### config.mk
export PLATFORM = sky130hd
export DESIGN_NAME = bounded_positional_list_flat
export DESIGN_NICKNAME = d
export VERILOG_FILES = /design/src/hdl/bpl_pkg.sv /design/src/hdl/bpl_ifs.sv /design/src/hdl/bpl_mem.sv /design/src/hdl/bounded_positional_list.sv /design/src/flat_wrapper.sv
export VERILOG_INCLUDE_DIRS = /design/src /design/src/hdl
export SDC_FILE = /design/constraint.sdc
export NUM_CORES = 1
export LEC_CHECK = 0
export ABC_AREA = 0
export BUFFER_PORTS_ARGS = -buffer_cell sky130_fd_sc_hd__buf_4
export CAP_MARGIN = 25
export CORE_MARGIN = 2
export CORE_UTILIZATION = 45
export DETAILED_ROUTE_END_ITERATION = 6
export PLACE_DENSITY = 0.7
export SLEW_MARGIN = 10
export SYNTH_ARGS = -nofsm -noshare
export SYNTH_HDL_FRONTEND = slang
export SYNTH_SLANG_ARGS = --single-unit
### constraint.sdc
create_clock -name clk -period 5 [get_ports clk]
set_input_delay 1 -clock clk [delete_from_list [all_inputs] [get_ports clk]]
set_output_delay 1 -clock clk [all_outputs]
set_load 0.02 [all_outputs]
### src/hdl/bounded_positional_list_macros.svh
// assertion helpers for the positional list block
`ifndef BOUNDED_POSITIONAL_LIST_MACROS_SVH
`define BOUNDED_POSITIONAL_LIST_MACROS_SVH

// same-cycle implication, checked outside reset
`define BPL_ASSERT_IMP(lbl, ante, cons) \
    lbl: assert property (@(posedge clk) disable iff (!rst_n) (ante) |-> (cons)) \
        else $error("bounded_positional_list: same-cycle check failed");

// next-cycle implication, checked outside reset
`define BPL_ASSERT_NXT(lbl, ante, cons) \
    lbl: assert property (@(posedge clk) disable iff (!rst_n) (ante) |=> (cons)) \
        else $error("bounded_positional_list: next-cycle check failed");

`endif

### src/hdl/bpl_pkg.sv
`default_nettype none

package bpl_pkg;

    localparam int WORD_W    = 32;
    localparam int FUNC_W    = 3;
    localparam int POS_W     = 6;
    localparam int STATUS_W  = 3;
    localparam int LIST_MAX_DEF = 32;

    // operation codes
    localparam logic [FUNC_W-1:0] FN_INSERT = 3'd0;
    localparam logic [FUNC_W-1:0] FN_DELETE = 3'd1;
    localparam logic [FUNC_W-1:0] FN_SEARCH = 3'd2;
    localparam logic [FUNC_W-1:0] FN_GET    = 3'd3;
    localparam logic [FUNC_W-1:0] FN_DUMP   = 3'd4;

    // result status codes
    typedef enum logic [STATUS_W-1:0] {
        ST_OK       = 3'd0,
        ST_BADPOS   = 3'd1,
        ST_EMPTY    = 3'd2,
        ST_NOTFOUND = 3'd3,
        ST_FULL     = 3'd4
    } status_t;

endpackage

`default_nettype wire

### src/hdl/bpl_ifs.sv
`default_nettype none

// command channel
interface bpl_cmd_if;
    logic                                valid;
    logic                                ready;
    logic [bpl_pkg::FUNC_W-1:0]          func;
    logic [bpl_pkg::POS_W-1:0]           position;
    logic signed [bpl_pkg::WORD_W-1:0]   value;

    modport source (output valid, func, position, value, input ready);
    modport sink   (input valid, func, position, value, output ready);
endinterface

// result channel
interface bpl_rsp_if;
    logic                                valid;
    logic                                ready;
    logic [bpl_pkg::STATUS_W-1:0]        status;
    logic signed [bpl_pkg::WORD_W-1:0]   word;
    logic [bpl_pkg::POS_W-1:0]           found_at;
    logic [bpl_pkg::POS_W-1:0]           count;
    logic                                last;

    modport source (output valid, status, word, found_at, count, last, input ready);
    modport sink   (input valid, status, word, found_at, count, last, output ready);
endinterface

`default_nettype wire

### src/hdl/bpl_mem.sv
`default_nettype none

// word store: one write port, one registered read port
module bpl_mem #(
    parameter int DEPTH = bpl_pkg::LIST_MAX_DEF,
    parameter int AW    = 5
) (
    input  wire logic                       clk,
    input  wire logic                       we,
    input  wire logic [AW-1:0]              waddr,
    input  wire logic [bpl_pkg::WORD_W-1:0] wdata,
    input  wire logic [AW-1:0]              raddr,
    output logic      [bpl_pkg::WORD_W-1:0] rdata
);

    logic [bpl_pkg::WORD_W-1:0] mem [DEPTH];
    logic [bpl_pkg::WORD_W-1:0] rdata_reg;

    // write and registered read, read returns the old word on a collision
    always_ff @(posedge clk)
    begin
        if (we)
        begin
            mem[waddr] <= wdata;
        end
        rdata_reg <= mem[raddr];
    end

    assign rdata = rdata_reg;

endmodule

`default_nettype wire

### src/hdl/bounded_positional_list.sv
// insert moves the words from the position on up a slot, then stores the new word;
// delete reads the word, then moves later words down; get reads one word; search
// compares words in order until a match; dump returns one result per stored word
// one command at a time; the write port moves one word per cycle while shifting
// reset: asynchronous, clears the word count and the sequencer; stored words stay
// undefined and are never read before they are written, so no clearing pass is needed
`default_nettype none

`include "bounded_positional_list_macros.svh"

module bounded_positional_list #(
    parameter int LIST_MAX = bpl_pkg::LIST_MAX_DEF
) (
    input wire logic clk,
    input wire logic rst_n,
    bpl_cmd_if.sink  cmd,
    bpl_rsp_if.source rsp
);

    localparam int AW = (LIST_MAX > 1) ? $clog2(LIST_MAX) : 1;
    localparam int CW = $clog2(LIST_MAX + 1);
    localparam int PW = ((CW > bpl_pkg::POS_W) ? CW : bpl_pkg::POS_W) + 1;
    localparam int WW = bpl_pkg::WORD_W;

    typedef enum logic [3:0] {
        S_IDLE,
        S_DEL_A,
        S_DEL_B,
        S_GET_A,
        S_GET_B,
        S_MOVE,
        S_MOVE_LAST,
        S_PUT,
        S_SRCH,
        S_DUMP_A,
        S_DUMP_B,
        S_EMIT
    } state_t;

    state_t            state_reg, state_next;
    logic [AW-1:0]     idx_reg, idx_next;
    logic [AW-1:0]     stop_reg, stop_next;
    logic [AW-1:0]     base_reg, base_next;
    logic              dir_up_reg, dir_up_next;
    logic              is_ins_reg, is_ins_next;
    logic              pend_reg, pend_next;
    logic [AW-1:0]     pend_addr_reg, pend_addr_next;
    logic              done_reg, done_next;
    logic [WW-1:0]     val_reg, val_next;
    logic [CW-1:0]     used_reg, used_next;
    bpl_pkg::status_t  st_reg, st_next;
    logic [WW-1:0]     word_reg, word_next;
    logic [CW-1:0]     found_reg, found_next;

    logic              ovalid_reg, ovalid_next;
    bpl_pkg::status_t  ostatus_reg, ostatus_next;
    logic [WW-1:0]     oword_reg, oword_next;
    logic [CW-1:0]     ofound_reg, ofound_next;
    logic [CW-1:0]     ocount_reg, ocount_next;
    logic              olast_reg, olast_next;

    logic              mem_we;
    logic [AW-1:0]     mem_waddr;
    logic [WW-1:0]     mem_wdata;
    logic [AW-1:0]     mem_raddr;
    logic [WW-1:0]     rd_data;

    logic              cmd_acc;
    logic              slot_free;
    logic [PW-1:0]     pos_w;
    logic [PW-1:0]     used_w;
    logic [AW-1:0]     pos_m1;
    logic [AW-1:0]     used_m1;

    bpl_mem #(
        .DEPTH (LIST_MAX),
        .AW    (AW)
    ) u_mem (
        .clk   (clk),
        .we    (mem_we),
        .waddr (mem_waddr),
        .wdata (mem_wdata),
        .raddr (mem_raddr),
        .rdata (rd_data)
    );

    // handshake and common decode
    assign cmd.ready = (state_reg == S_IDLE);
    assign cmd_acc   = cmd.valid && cmd.ready;
    assign slot_free = !ovalid_reg || rsp.ready;
    assign pos_w     = PW'(cmd.position);
    assign used_w    = PW'(used_reg);
    assign pos_m1    = AW'(pos_w - PW'(1));
    assign used_m1   = AW'(used_reg - CW'(1));

    // sequencer next state and memory control
    always_comb
    begin
        state_next     = state_reg;
        idx_next       = idx_reg;
        stop_next      = stop_reg;
        base_next      = base_reg;
        dir_up_next    = dir_up_reg;
        is_ins_next    = is_ins_reg;
        pend_next      = pend_reg;
        pend_addr_next = pend_addr_reg;
        done_next      = done_reg;
        val_next       = val_reg;
        used_next      = used_reg;
        st_next        = st_reg;
        word_next      = word_reg;
        found_next     = found_reg;

        ovalid_next    = ovalid_reg && !rsp.ready;
        ostatus_next   = ostatus_reg;
        oword_next     = oword_reg;
        ofound_next    = ofound_reg;
        ocount_next    = ocount_reg;
        olast_next     = olast_reg;

        mem_we         = 1'b0;
        mem_waddr      = pend_addr_reg;
        mem_wdata      = rd_data;
        mem_raddr      = idx_reg;

        case (state_reg)
            S_IDLE:
            begin
                if (cmd_acc)
                begin
                    val_next   = cmd.value;
                    word_next  = '0;
                    found_next = '0;
                    pend_next  = 1'b0;
                    done_next  = 1'b0;
                    st_next    = bpl_pkg::ST_OK;
                    case (cmd.func)
                        bpl_pkg::FN_INSERT:
                        begin
                            is_ins_next = 1'b1;
                            base_next   = pos_m1;
                            if (used_reg == CW'(LIST_MAX))
                            begin
                                st_next    = bpl_pkg::ST_FULL;
                                state_next = S_EMIT;
                            end
                            else if (pos_w == '0 || pos_w > used_w + PW'(1))
                            begin
                                st_next    = bpl_pkg::ST_BADPOS;
                                state_next = S_EMIT;
                            end
                            else if (pos_w <= used_w)
                            begin
                                idx_next    = used_m1;
                                stop_next   = pos_m1;
                                dir_up_next = 1'b1;
                                state_next  = S_MOVE;
                            end
                            else
                            begin
                                state_next = S_PUT;
                            end
                        end
                        bpl_pkg::FN_DELETE:
                        begin
                            is_ins_next = 1'b0;
                            base_next   = pos_m1;
                            idx_next    = pos_m1;
                            if (used_reg == '0)
                            begin
                                st_next    = bpl_pkg::ST_EMPTY;
                                state_next = S_EMIT;
                            end
                            else if (pos_w == '0 || pos_w > used_w)
                            begin
                                st_next    = bpl_pkg::ST_BADPOS;
                                state_next = S_EMIT;
                            end
                            else
                            begin
                                state_next = S_DEL_A;
                            end
                        end
                        bpl_pkg::FN_SEARCH:
                        begin
                            idx_next = '0;
                            if (used_reg == '0)
                            begin
                                st_next    = bpl_pkg::ST_NOTFOUND;
                                state_next = S_EMIT;
                            end
                            else
                            begin
                                state_next = S_SRCH;
                            end
                        end
                        bpl_pkg::FN_GET:
                        begin
                            idx_next = pos_m1;
                            if (pos_w == '0 || pos_w > used_w)
                            begin
                                st_next    = bpl_pkg::ST_BADPOS;
                                state_next = S_EMIT;
                            end
                            else
                            begin
                                state_next = S_GET_A;
                            end
                        end
                        bpl_pkg::FN_DUMP:
                        begin
                            idx_next = '0;
                            if (used_reg == '0)
                            begin
                                st_next    = bpl_pkg::ST_EMPTY;
                                state_next = S_EMIT;
                            end
                            else
                            begin
                                state_next = S_DUMP_A;
                            end
                        end
                        default:
                        begin
                            state_next = S_IDLE;
                        end
                    endcase
                end
            end

            // read the word being deleted
            S_DEL_A:
            begin
                state_next = S_DEL_B;
            end

            S_DEL_B:
            begin
                word_next = rd_data;
                if (PW'(base_reg) + PW'(1) < used_w)
                begin
                    idx_next    = AW'(PW'(base_reg) + PW'(1));
                    stop_next   = used_m1;
                    dir_up_next = 1'b0;
                    state_next  = S_MOVE;
                end
                else
                begin
                    used_next  = used_reg - CW'(1);
                    state_next = S_EMIT;
                end
            end

            S_GET_A:
            begin
                state_next = S_GET_B;
            end

            S_GET_B:
            begin
                word_next  = rd_data;
                state_next = S_EMIT;
            end

            // pipelined shift: read one word, write the previous one a slot over
            S_MOVE:
            begin
                mem_we         = pend_reg;
                pend_next      = 1'b1;
                pend_addr_next = dir_up_reg ? (idx_reg + AW'(1)) : (idx_reg - AW'(1));
                if (idx_reg == stop_reg)
                begin
                    state_next = S_MOVE_LAST;
                end
                else
                begin
                    idx_next = dir_up_reg ? (idx_reg - AW'(1)) : (idx_reg + AW'(1));
                end
            end

            S_MOVE_LAST:
            begin
                mem_we    = 1'b1;
                pend_next = 1'b0;
                if (is_ins_reg)
                begin
                    state_next = S_PUT;
                end
                else
                begin
                    used_next  = used_reg - CW'(1);
                    state_next = S_EMIT;
                end
            end

            // store the new word into the opened slot
            S_PUT:
            begin
                mem_we     = 1'b1;
                mem_waddr  = base_reg;
                mem_wdata  = val_reg;
                used_next  = used_reg + CW'(1);
                state_next = S_EMIT;
            end

            // pipelined scan: issue a read and compare the previous word
            S_SRCH:
            begin
                if (!done_reg)
                begin
                    pend_next      = 1'b1;
                    pend_addr_next = idx_reg;
                    if (idx_reg == used_m1)
                    begin
                        done_next = 1'b1;
                    end
                    else
                    begin
                        idx_next = idx_reg + AW'(1);
                    end
                end
                if (pend_reg)
                begin
                    if (rd_data == val_reg)
                    begin
                        found_next = CW'(pend_addr_reg) + CW'(1);
                        st_next    = bpl_pkg::ST_OK;
                        state_next = S_EMIT;
                    end
                    else if (pend_addr_reg == used_m1)
                    begin
                        st_next    = bpl_pkg::ST_NOTFOUND;
                        state_next = S_EMIT;
                    end
                end
            end

            S_DUMP_A:
            begin
                state_next = S_DUMP_B;
            end

            // one transaction per stored word
            S_DUMP_B:
            begin
                if (slot_free)
                begin
                    ovalid_next  = 1'b1;
                    ostatus_next = bpl_pkg::ST_OK;
                    oword_next   = rd_data;
                    ofound_next  = '0;
                    ocount_next  = used_reg;
                    olast_next   = (idx_reg == used_m1);
                    if (idx_reg == used_m1)
                    begin
                        state_next = S_IDLE;
                    end
                    else
                    begin
                        idx_next   = idx_reg + AW'(1);
                        state_next = S_DUMP_A;
                    end
                end
            end

            // single-result operations finish here
            S_EMIT:
            begin
                if (slot_free)
                begin
                    ovalid_next  = 1'b1;
                    ostatus_next = st_reg;
                    oword_next   = word_reg;
                    ofound_next  = found_reg;
                    ocount_next  = used_reg;
                    olast_next   = 1'b1;
                    state_next   = S_IDLE;
                end
            end

            default:
            begin
                state_next = S_IDLE;
            end
        endcase
    end

    // state, word count and result valid flag
    always_ff @(posedge clk or negedge rst_n)
    begin
        if (!rst_n)
        begin
            state_reg  <= S_IDLE;
            used_reg   <= '0;
            pend_reg   <= 1'b0;
            done_reg   <= 1'b0;
            ovalid_reg <= 1'b0;
        end
        else
        begin
            state_reg  <= state_next;
            used_reg   <= used_next;
            pend_reg   <= pend_next;
            done_reg   <= done_next;
            ovalid_reg <= ovalid_next;
        end
    end

    // datapath registers
    always_ff @(posedge clk)
    begin
        idx_reg       <= idx_next;
        stop_reg      <= stop_next;
        base_reg      <= base_next;
        dir_up_reg    <= dir_up_next;
        is_ins_reg    <= is_ins_next;
        pend_addr_reg <= pend_addr_next;
        val_reg       <= val_next;
        st_reg        <= st_next;
        word_reg      <= word_next;
        found_reg     <= found_next;
        ostatus_reg   <= ostatus_next;
        oword_reg     <= oword_next;
        ofound_reg    <= ofound_next;
        ocount_reg    <= ocount_next;
        olast_reg     <= olast_next;
    end

    // result channel
    assign rsp.valid    = ovalid_reg;
    assign rsp.status   = ostatus_reg;
    assign rsp.word     = oword_reg;
    assign rsp.found_at = bpl_pkg::POS_W'(ofound_reg);
    assign rsp.count    = bpl_pkg::POS_W'(ocount_reg);
    assign rsp.last     = olast_reg;

    // checks
    `BPL_ASSERT_IMP(a_used_bound, 1'b1, used_reg <= CW'(LIST_MAX))
    `BPL_ASSERT_NXT(a_put_grows, state_reg == S_PUT, used_reg == $past(used_reg) + CW'(1))
    `BPL_ASSERT_IMP(a_move_no_clash, mem_we && state_reg == S_MOVE, mem_waddr != mem_raddr)
    `BPL_ASSERT_IMP(a_result_waits, ovalid_reg && !rsp.ready && state_reg == S_EMIT,
                    state_next == S_EMIT)

endmodule

`default_nettype wire
### src/flat_wrapper.sv
// flat-port wrapper written by rule: the top's interface ports become plain ports
module bounded_positional_list_flat 
#(
    parameter int LIST_MAX = bpl_pkg::LIST_MAX_DEF
)
  (clk, rst_n, cmd_valid, cmd_func, cmd_position, cmd_value, cmd_ready, rsp_valid, rsp_status, rsp_word, rsp_found_at, rsp_count, rsp_last, rsp_ready);
  bpl_cmd_if cmd_i ();
  bpl_rsp_if rsp_i ();
  input wire logic clk;
  input wire logic rst_n;
  input wire logic [$bits(cmd_i.valid)-1:0] cmd_valid;
  input wire logic [$bits(cmd_i.func)-1:0] cmd_func;
  input wire logic [$bits(cmd_i.position)-1:0] cmd_position;
  input wire logic [$bits(cmd_i.value)-1:0] cmd_value;
  output wire logic [$bits(cmd_i.ready)-1:0] cmd_ready;
  output wire logic [$bits(rsp_i.valid)-1:0] rsp_valid;
  output wire logic [$bits(rsp_i.status)-1:0] rsp_status;
  output wire logic [$bits(rsp_i.word)-1:0] rsp_word;
  output wire logic [$bits(rsp_i.found_at)-1:0] rsp_found_at;
  output wire logic [$bits(rsp_i.count)-1:0] rsp_count;
  output wire logic [$bits(rsp_i.last)-1:0] rsp_last;
  input wire logic [$bits(rsp_i.ready)-1:0] rsp_ready;
  assign cmd_i.valid = cmd_valid;
  assign cmd_i.func = cmd_func;
  assign cmd_i.position = cmd_position;
  assign cmd_i.value = cmd_value;
  assign cmd_ready = cmd_i.ready;
  assign rsp_valid = rsp_i.valid;
  assign rsp_status = rsp_i.status;
  assign rsp_word = rsp_i.word;
  assign rsp_found_at = rsp_i.found_at;
  assign rsp_count = rsp_i.count;
  assign rsp_last = rsp_i.last;
  assign rsp_i.ready = rsp_ready;
  bounded_positional_list #(.LIST_MAX(LIST_MAX)) u_core (.clk(clk), .rst_n(rst_n), .cmd(cmd_i), .rsp(rsp_i));
endmodule
==> reports/qor.csv <==
stage;metric;value;unit
route;DRT Wirelength;119000;um
placement;pre-CTS setup slack;1.13;ns
route;DR WL/cell;29.4;um
critical_path;crit-path max FO;26;
placement;DP Wirelength;73900;um
cts;Skew-Pair Late Insertion Delay;0.71;ns
job;max_cap viols;0;
route;number of vias per cell;6.04;
route;drt first pass iters;7;
sta;Slew @ Worst Pin;1.13;ns
synthesis;Net Count, Synth;2441;
power_and_ir_drop;Power Total;33.5;mW
synthesis;mux contribution to synthesized area;16.0;%
sta;FMAX;262;MHz
synthesis;Post-Synth Simple-Gate Area;4.19;%
critical_path;Worst path slowest cell;dfrtp_1;
sta;fin crit share;76.2;%
placement;placed inst area;0.0510;mm2
final_layout;most flop-heavy register;u_core.u_mem.mem;
synthesis;synth warn;0;
sta;Worst Setup Slack, final;1.19;ns
route;vias;24449;
status;failing checks;design-rule violations;
cts;post_cts resized;0;
floorplan;Die Width;330;um
sta;max_slew headroom;24.4;%
grt;vias in the first global route;24026;
grt;Overall Global Routing Usage;21.8;%
critical_path;Setup CP Type;reg2reg;
status;status;complete, but fails checks;
final_layout;nets@finish;2624;
cts;cts bufs inserted;115;
floorplan;Rows;119;
final_layout;Layout Cell Area excl Fill;0.0554;mm2
synthesis;Synth cell types;64;
synthesis;post-synthesis async set-or-reset flop share;1.07;%
cts;Bufs on Longest Clock Path;3;
critical_path;type of origin of the critical path;register;
sta;final worst path period need;3.81;ns
route;DR iter-0 viols;3096;
cts;Root Buffer;clkbuf_16;
floorplan;Die ar.;0.109;mm2
critical_path;Critical Path AT;4.18;ns
power_and_ir_drop;peak supply drop;540;uV
grt;initial antenna violation count;5;
synthesis;number of flops mapped to enable cells by yosys;1167;
final_layout;Sequential Area;0.0360;mm2
sta;unrepaired setup endpoints after global routing;false;
placement;I/O Buffers;94;
critical_path;largest stage delay on the critical path;0.72;ns
sta;Fin. Hold Viols;0;
sta;endpoints failing setup;0;
sta;Final Max Slew Viols;0;
floorplan;Ports;95;
synthesis;Seq/Total Area, Yosys;75.1;%
route;ANT nets after route;0;
floorplan;core area;0.105;mm2
synthesis;Post-Synth Adder-Cell Area;0.653;%
critical_path;CP Capture Type;register;
final_layout;Fillers;8040;
cts;clk sinks;1212;
power_and_ir_drop;pwr dens;605;mW/mm2
final_layout;Multi-input gate area;0.0116;mm2
synthesis;dominant cells by area after synthesis;edfxtp_1 73%, mux4_2 15%, nand2_1 1.9%;
final_layout;Area Growth Syn to Fin;15.5;%
cts;clock-pin slew on the worst setup and hold paths;0.06;ns
floorplan;Starting Density;45.5;%
grt;pin count of the biggest net entering global routing;139;
cts;CTS tree;yes;
synthesis;top_reg_cell synth;edfxtp_1;
grt;first-pass GRT wire length;170000;um
synthesis;Gate Count Post-Synth;2371;
final_layout;layout cells sized above 1;29.1;%
synthesis;mean post-synth cell area;20.2;um2
placement;Placer Congestion;0.936;
route;drt drc;30;
critical_path;required time of the critical path;5.36;ns
synthesis;largest family of logic cells by synthesized area;multiplexers;
sta;Worst Skew;0.0598;ns
grt;grt total ovfl;0;
synthesis;Synth Area in XOR/XNOR;1.50;%
power_and_ir_drop;leakage;17.8;nW
synthesis;Cell Area, Synth;0.0479;mm2
synthesis;post-synthesis compound-gate area fraction;1.36;%
floorplan;die height;330;um
synthesis;Yosys reg bits;1212;
cts;hold buffer count at cts;0;
cts;Setup Buffers After CTS;0;
critical_path;crit path cell chain;nor2b_1, nand3_2, mux2i_1, nand2_1, nor2_4, buf_16;
worst_hold_path;HP Class;in2async;
final_layout;max FFs per register;1024;
synthesis;share of the synthesized area in the top cell type;73.1;%
sta;Setup TNS Final;0;ns
synthesis;Yosys top cell by area;edfxtp_1;
cts;H-tree Lvls;3;
## routing by layer
| metal | part of all wire, % | GRT usage (%) |
|---|---|---|
| met4 | 3.0 | 6.47 |
| met3 | 10 | 4.44 |
| met1 | 39 | 31.4 |
| met2 | 47 | 33.9 |
| met5 | 0.0092 | 0 |
## cell families after synthesis
family,count (synthesis)
flops,1212
simple gates,451
mux,360
buf+inv,143
compound gates,102
xor+xnor,78
fa+ha+maj,25
## cell usage in the layout (no fill, tap or decap), types with 5 or more instances in the layout
| master | Yosys | routed |
|---|---|---|
| a21oi_1 | 30 | 30 |
| and2_1 | 43 | 43 |
| buf_12 | 0 | 12 |
| buf_16 | 0 | 18 |
| buf_4 | 1 | 145 |
| buf_8 | 0 | 10 |
| bufinv_16 | 0 | 14 |
| clkbuf_1 | 72 | 22 |
| clkbuf_16 | 0 | 117 |
| clkbuf_8 | 0 | 8 |
| clkinv_1 | 0 | 16 |
| clkinv_2 | 0 | 18 |
| clkinvlp_4 | 0 | 12 |
| dfrtp_1 | 13 | 13 |
| dfxtp_1 | 32 | 32 |
| edfxtp_1 | 1167 | 1167 |
| ha_1 | 25 | 25 |
| inv_1 | 21 | 20 |
| mux2_2 | 33 | 33 |
| mux2i_1 | 7 | 7 |
| mux4_2 | 320 | 320 |
| nand2_1 | 244 | 242 |
| nand2b_1 | 7 | 7 |
| nand3_1 | 26 | 24 |
| nand4_1 | 12 | 12 |
| nor2_1 | 68 | 35 |
| nor2_4 | 0 | 33 |
| nor3_1 | 19 | 18 |
| nor3b_1 | 6 | 6 |
| nor4_1 | 5 | 5 |
| o21ai_0 | 18 | 18 |
| o21ai_1 | 5 | 5 |
| o22ai_1 | 8 | 8 |
| xnor2_1 | 59 | 59 |
| xor2_1 | 16 | 16 |
## path summary, 6_finish.rpt
| path | startpoint | end | slack (ns) | cells past startpoint |
|---|---|---|---|---|
| worst max-delay path | u_core.state_reg[2] | u_core.u_mem.mem[16][9] | 1.19 | 6 |
| worst min-delay path | rst_n | u_core.used_reg[2] | 0.17 | 1 |
| worst max register to register | u_core.state_reg[2] | u_core.u_mem.mem[16][9] | 1.19 | 6 |
| worst min register to register | u_core.word_reg[27] | u_core.rsp.word[27] | 0.51 | 2 |
| max in group asynchronous | rst_n | u_core.state_reg[3] | 4.62 | 1 |
| min in group clk | cmd_value[23] | u_core.val_reg[23] | 0.47 | 1 |
## power by group
part | switching [mW] | leakage [nW] | internal (mW)
logic | 6.38 | 4.97 | 4.33
clock network | 3.78 | 1.87 | 5.12
registers | 0.717 | 11.0 | 13.2
total | 10.9 | 17.8 | 22.6
## critical path, delay by kind of cell, from the launching register on
kind / cells / cell delay [ns]
and+or+nand+nor: 4 / 1.90
DFF: 1 / 0.72
muxes: 1 / 0.63
buffers and inverters: 1 / 0.24
## stage by stage
stage | std cells | util [%] | hold slack, ns
finish | 4045 | 52.5 | 0.175
floorplan | 2371 | - | 0.423
global route | 4044 | 52.5 | 0.161
CTS | 4019 | 52.0 | 0.140
detailed placement | 3803 | 48.3 | 0.496
global placement | 3789 | 48.0 | 0.494
## Yosys cell counts, types with 3 or more instances
master	n
a21oi_1	30
buf_1	17
nand2b_1	7
and2_1	43
a31o_2	3
dfrtp_1	13
o32ai_1	3
o31ai_1	4
dfxtp_1	32
o22ai_1	8
or2_2	3
nand4_1	12
mux2_2	33
nor3_1	19
o211ai_1	3
ha_1	25
o21ai_1	5
and3_1	3
a22oi_1	3
nor2_1	68
buf_2	32
xnor2_1	59
xor2_1	16
nor2b_1	4
edfxtp_1	1167
mux4_2	320
a31oi_1	3
clkbuf_1	72
nand3_1	26
o21ai_0	18
nand3b_1	3
mux2i_1	7
nor4_1	5
nor3b_1	6
nand2_1	244
inv_1	21
## cell type report
cell class / instances / share of cell area [%]
sequential: 1212 / 65.0
multi-input combinational: 1016 / 21.0
clock buffer: 146 / 5.59
timing repair buffer: 188 / 3.64
tap: 1391 / 3.14
clock inverter: 70 / 1.46
inverter: 21 / 0.142
antenna: 1 / 0.00452
Note: power is estimated with default switching activity, not from simulation.
